==> config.mk <==
export PLATFORM = sky130hd
export DESIGN_NAME = gbs_cell
export DESIGN_NICKNAME = d
export VERILOG_FILES = /design/src/design/gbs_pkg.sv /design/src/design/gbs_cell.sv
export SDC_FILE = /design/constraint.sdc
export NUM_CORES = 2
export LEC_CHECK = 0
export BUFFER_PORTS_ARGS = -buffer_cell sky130_fd_sc_hd__buf_2
export CORE_MARGIN = 10
export CORE_UTILIZATION = 58
export CTS_BUF_LIST = sky130_fd_sc_hd__clkbuf_4 sky130_fd_sc_hd__clkbuf_8
export DETAILED_ROUTE_END_ITERATION = 8
export PLACE_DENSITY_LB_ADDON = 0.1
export SLEW_MARGIN = 15
export SYNTH_ARGS = -nofsm -noshare
export SYNTH_HDL_FRONTEND = slang
export SYNTH_SLANG_ARGS = --single-unit
==> constraint.sdc <==
create_clock -name clk -period 10.06 [get_ports clk]
set_clock_uncertainty 0.15 [all_clocks]
set_input_delay 2.012 -clock clk [delete_from_list [all_inputs] [get_ports clk]]
set_output_delay 2.012 -clock clk [all_outputs]
set_load 0.05 [all_outputs]
==> src/design/gbs_pkg.sv <==
// shared types and constants for the greedy box suppression block
package gbs_pkg;
  localparam int CoordW = 16;
  localparam int AreaW  = 32;
  localparam int ThrW   = 8;
  localparam logic [ThrW-1:0] ThrReset = 8'd154;

  typedef struct packed {
    logic [CoordW-1:0] height;
    logic [CoordW-1:0] width;
    logic [CoordW-1:0] top;
    logic [CoordW-1:0] left;
  } box_t;

  typedef enum logic [1:0] {
    VERDICT_SUPPRESSED = 2'd0,
    VERDICT_STORED     = 2'd1,
    VERDICT_FULL       = 2'd2
  } verdict_t;

  typedef enum logic [1:0] {
    ST_IDLE  = 2'd0,
    ST_SCAN  = 2'd1,
    ST_DRAIN = 2'd2,
    ST_OUT   = 2'd3
  } state_t;

  // candidate traveling along the cell row
  typedef struct packed {
    logic              valid;
    logic              hit;
    box_t              box;
    logic [AreaW-1:0]  area;
  } probe_t;
endpackage

==> src/design/gbs_cell.sv <==
// one store cell: holds a kept box and tests the passing candidate against it
module gbs_cell
  import gbs_pkg::*;
(
  input  logic             clk,
  input  logic             rst,
  input  logic             clear,
  input  logic             load,
  input  logic [ThrW-1:0]  thr,
  input  probe_t           probe_in,
  output probe_t           probe_out
);
  box_t             kbox;
  logic [AreaW-1:0] karea;
  logic             kvalid;

  // stage 1 regs
  probe_t           p1;
  logic [CoordW:0]  iw, ih;
  logic             ovl;
  logic [AreaW:0]   asum;
  // stage 2 regs
  probe_t           p2;
  logic [AreaW-1:0] inter;
  logic [AreaW:0]   asum2;
  logic             ovl2;
  // stage 3
  logic [AreaW:0]   uni;
  logic [AreaW:0]   uni_r;
  logic [AreaW-1:0] inter3;
  logic             ovl3;
  probe_t           p3;
  logic [AreaW+ThrW:0] rhs;

  logic [CoordW:0] r0, r1, b0, b1, lx, ly, hx, hy;

  always_comb begin
    r0 = {1'b0, probe_in.box.left} + {1'b0, probe_in.box.width};
    r1 = {1'b0, kbox.left} + {1'b0, kbox.width};
    b0 = {1'b0, probe_in.box.top} + {1'b0, probe_in.box.height};
    b1 = {1'b0, kbox.top} + {1'b0, kbox.height};
    lx = (probe_in.box.left > kbox.left) ? {1'b0, probe_in.box.left} : {1'b0, kbox.left};
    ly = (probe_in.box.top > kbox.top) ? {1'b0, probe_in.box.top} : {1'b0, kbox.top};
    hx = (r0 < r1) ? r0 : r1;
    hy = (b0 < b1) ? b0 : b1;
  end

  always_ff @(posedge clk) begin
    if (rst || clear) begin
      kvalid <= 1'b0;
    end else if (load) begin
      kvalid <= 1'b1;
    end
    if (load) begin
      kbox  <= probe_in.box;
      karea <= probe_in.area;
    end
  end

  always_ff @(posedge clk) begin
    if (rst) begin
      p1.valid <= 1'b0;
      p2.valid <= 1'b0;
      p3.valid <= 1'b0;
    end else begin
      p1 <= probe_in;
      p2 <= p1;
      p3 <= p2;
    end
    ovl  <= kvalid && probe_in.valid && (hx > lx) && (hy > ly);
    iw   <= hx - lx;
    ih   <= hy - ly;
    asum <= {1'b0, probe_in.area} + {1'b0, karea};
    inter <= AreaW'(iw[CoordW-1:0]) * AreaW'(ih[CoordW-1:0]);
    asum2 <= asum;
    ovl2  <= ovl;
    uni_r  <= uni;
    inter3 <= inter;
    ovl3   <= ovl2;
  end

  // intersection fits 32 bits since both sides are at most 16 bit extents
  assign uni = asum2 - {1'b0, inter};
  assign rhs = (AreaW+ThrW+1)'(thr) * (AreaW+ThrW+1)'(uni_r);

  always_comb begin
    probe_out = p3;
    if (ovl3 && uni_r != '0 &&
        ({1'b0, inter3, 8'd0} > rhs)) begin
      probe_out.hit = 1'b1;
    end
  end
endmodule

==> summary.md <==
The critical path in this run is classified as in2out. Compared with the post-synthesis result, the final layout area differs by 11.3%. The run gives 3 as the number of buffers on the longest clock path. The library cells used most frequently in the layout, excluding fill and tap cells, are sky130_fd_sc_hd__inv_1, sky130_fd_sc_hd__ha_1, sky130_fd_sc_hd__edfxtp_1. The hold path startpoint is asum[12]$_DFF_P_. Most frequent standard cell in the layout excluding fill and tap cells: sky130_fd_sc_hd__inv_1.

The flow ran to the end, but the final reports show violations. For the number of setup violations in the final report, the log shows 1. The data arrival time of the critical path was 8.28 ns.

The endpoint of the lowest-slack register-to-register path was inter[31]$_DFF_P_. The total area inside the core boundary comes to 73200 um^2. The critical path required time came out at 7.90 ns.

The overflow left after global routing is 0, and the depth of the worst register-to-register path is 20. Counting instances, the worst hold path has a depth of 0. The proportion of netlist area held by the largest area contributor came out at 27.0%.

The library cell occupying the most area in the post-synthesis netlist was sky130_fd_sc_hd__edfxtp_1. Along the worst path, the maximum fanout reaches 5. In the synthesized netlist the dominant register cell turns out to be sky130_fd_sc_hd__edfxtp_1.

Clock tree synthesis found a total of 589 sinks. CTS built an H-tree with a depth of 3. The root buffer selected by CTS was sky130_fd_sc_hd__clkbuf_8.

The final critical path takes up 104% of the cycle. The final routed DRC violation total is 0, and the final worst slack is -0.380 ns. After detailed routing, the total wire length is 89900 um. Ranked by total cell area, the synthesized netlist is headed by sky130_fd_sc_hd__edfxtp_1, sky130_fd_sc_hd__fa_1, sky130_fd_sc_hd__ha_1, sky130_fd_sc_hd__dfxtp_1, sky130_fd_sc_hd__inv_1. The final reports fail on negative setup slack. The combined area of all synthesized cells was 43000 um^2. The critical path launch point type is a primary input. After filler insertion, the fill cell instance count of the layout stands at 5866. Detailed placement finished with a half-perimeter wire length of 70600 um. At the end of the flow, the number of nets in the layout was 5176. The routed layout has 28.1k vias. Summing all placed instances gives a cell area of 45300 um^2.

The synthesized net count was 4911. The worst register-to-register path begins at iw[7]$_DFF_P_. Synthesis inferred 589 register bits. The time the final worst path needs with I/O delays and setup works out to 10.44 ns. The number of global-route vias before repair is 29.8k. Yosys mapped the design onto 74 distinct sky130hd cell types.

The floorplan row count came out at 99. Clock-pin slew was measured on the worst setup and hold paths at 0.07 ns. The post-route netlist has 14.0% of its cells at a drive strength greater than 1.

The tools report the initial antenna violation count as 1. Clock network latency to the later pin of the worst-skew pair: 0.72 ns. In this run the worst hold path is classified as reg2reg. Setup repair after global routing could not meet its margin everywhere.

Dividing the synthesized area by the synthesized cell count gives 10.8 um^2. Entering global routing, the biggest net connects 154 pins. Capturing element type of the critical path: a primary output. The floorplan step set the die width to 292 um. The quantity of I/O buffers inserted on ports works out to 207.

The number of violations of the max-capacitance limit was 0; the full die area was 85500 um^2. Headroom to the max-slew limit came out at 34.1%. The hold violation count in the final report is 0, and the number of nets with antenna violations after routing is 0. After synthesis, the share of flip-flops with an asynchronous set or reset is 0%.

Terminating pin of the worst hold path: asum2[12]$_DFF_P_. After detailed routing, the number of vias per cell comes to 5.31. The detailed router's first-iteration violation count was 1296. The tools report the number of pins with negative max-slew slack in the final report as 0.

The slew at the pin closest to its max-slew limit is 0.989 ns, and the highest achievable clock rate is 95.8 MHz. The first global-routing pass estimated 151000 um of wire. In this run the count of I/O pins placed on the die edge is 208.

The vertical die dimension works out to 292 um. Summing the sequential cell areas from Yosys gives 36.4% of the chip area. The congestion estimate from routability-driven global placement came to 0.859. The run gives 58.8% as the starting utilization of the core area.

In this run, synthesis inferred 387 flip-flops with an integrated enable. The run gives 47900 um^2 as the post-route cell area. The register-to-register setup slack came out at 2.87 ns. The number of iterations in the first detailed-routing pass is 6, and the number of cells produced by synthesis is 3992.

Global routing consumed, over all layers together, 21.4% of the routing resources. TritonCTS built the clock tree. Yosys printed 0 warnings.

Number of clock buffers inserted by TritonCTS: 95. After detailed routing, the average wire length per cell comes to 17.0 um.
==> sequential cells by signal, indices dropped and copies added, names as in the netlist, 32 cells and up <==
| register | cells |
|---|---|
| asum | 33 |
| inter | 32 |
| inter3 | 32 |
| p2 | 98 |
| kbox | 64 |
| p1 | 98 |
| asum2 | 33 |
| uni_r | 33 |
| karea | 32 |
| probe_out | 97 |
==> Yosys cell counts, drive strengths merged (70+ instances only) <==
library cell,n
o21ai,125
a21o,82
nand2,333
nor2,141
inv,564
clkbuf,80
buf,97
xor2,70
fa,388
dfxtp,202
a21oi,177
xnor2,123
ha,421
and2,278
edfxtp,387
==> metrics by stage <==
step                      worst slack (ns)  hold WS (ns)  setup TNS (ns)  cells  util (%)
after floorplan                     0.0138         0.160               0   3992         -
after CTS                           -0.490         0.160          -0.490   5294      65.2
final                               -0.380         0.162          -0.380   5298      65.4
after global placement              -0.698         0.160          -0.698   5109      61.9
after detailed placement            -0.744         0.162          -0.744   5109      61.9
after global routing                -0.670         0.176          -0.670   5298      65.4
==> critical path, cell delays in order <==
cell and delay, ns:
sky130_fd_sc_hd__buf_12 0.11, sky130_fd_sc_hd__and2_4 0.15, sky130_fd_sc_hd__fa_1 0.51, sky130_fd_sc_hd__fa_1 0.52
sky130_fd_sc_hd__fa_1 0.55, sky130_fd_sc_hd__inv_2 0.04, sky130_fd_sc_hd__fa_1 0.49, sky130_fd_sc_hd__inv_2 0.05
sky130_fd_sc_hd__ha_4 0.26, sky130_fd_sc_hd__a211o_1 0.19, sky130_fd_sc_hd__o221ai_2 0.13, sky130_fd_sc_hd__or3_4 0.42
sky130_fd_sc_hd__a2111oi_4 0.34, sky130_fd_sc_hd__buf_4 0.19, sky130_fd_sc_hd__o31ai_4 0.11, sky130_fd_sc_hd__o311a_4 0.40
sky130_fd_sc_hd__o21ai_2 0.15, sky130_fd_sc_hd__xnor2_1 0.10, sky130_fd_sc_hd__ha_1 0.30, sky130_fd_sc_hd__a21o_1 0.11
sky130_fd_sc_hd__a21o_1 0.12, sky130_fd_sc_hd__a21oi_2 0.05, sky130_fd_sc_hd__o21ai_2 0.17, sky130_fd_sc_hd__nor2_2 0.06
sky130_fd_sc_hd__a311oi_2 0.25, sky130_fd_sc_hd__o31ai_4 0.14, sky130_fd_sc_hd__o21bai_4 0.16, sky130_fd_sc_hd__buf_8 0.17
==> repair_timing <==
| item | CTS | global route |
|---|---|---|
| gates cloned | 0 | 0 |
| setup buffers | 8 | 4 |
| endpoints found under the hold margin | 0 | 0 |
| pin swaps | 50 | 74 |
| hold buffers | 0 | 0 |
| resized for setup | 52 | 35 |
| endpoints found under the setup margin | 1 | 1 |
==> area by class of cell <==
cell class | count | area (um^2) | area share (%)
clock buffers | 133 | 1680 | 3.51
repair buffers | 345 | 2150 | 4.50
flip-flops and latches | 589 | 15700 | 32.7
clock inverters | 45 | 428 | 0.893
inverters | 564 | 2120 | 4.44
multi-input cells | 2662 | 24600 | 51.4
diodes | 1 | 2.50 | 0.00522
well taps | 959 | 1200 | 2.51
==> routing by layer <==
layer | vias up | track usage (%) | wire [um]
li1 | 13800 | - | -
met1 | 13600 | 28.0 | 39800
met2 | 572 | 36.6 | 44200
met3 | 123 | 3.73 | 4200
met4 | 0 | 5.42 | 1710
met5 | - | 0 | 0
==> worst max path at each step <==
stage                      start             to  slack (ns)
after global placement    thr[7]  probe_out[96]       -0.70
after global routing      thr[2]  probe_out[96]       -0.67
after CTS                 thr[2]  probe_out[96]       -0.49
after floorplan           thr[7]  probe_out[96]        0.01
final                     thr[2]  probe_out[96]       -0.38
after detailed placement  thr[4]  probe_out[96]       -0.74
==> cells by family (layout without fill, tap and decap cells) <==
group	Yosys count	count (layout)	share of synthesized area [%]
flops	589	589	36.4
other cells	0	1	0
fa+ha+maj	809	809	30.3
buf+inv	741	1087	7.31
compound gates	612	612	9.27
xor+xnor	193	193	3.93
simple gates	998	998	11.6
mux	50	50	1.19
Power is not shown: default switching activity piles up to over one toggle a cycle in this logic, so the estimate is an artifact.
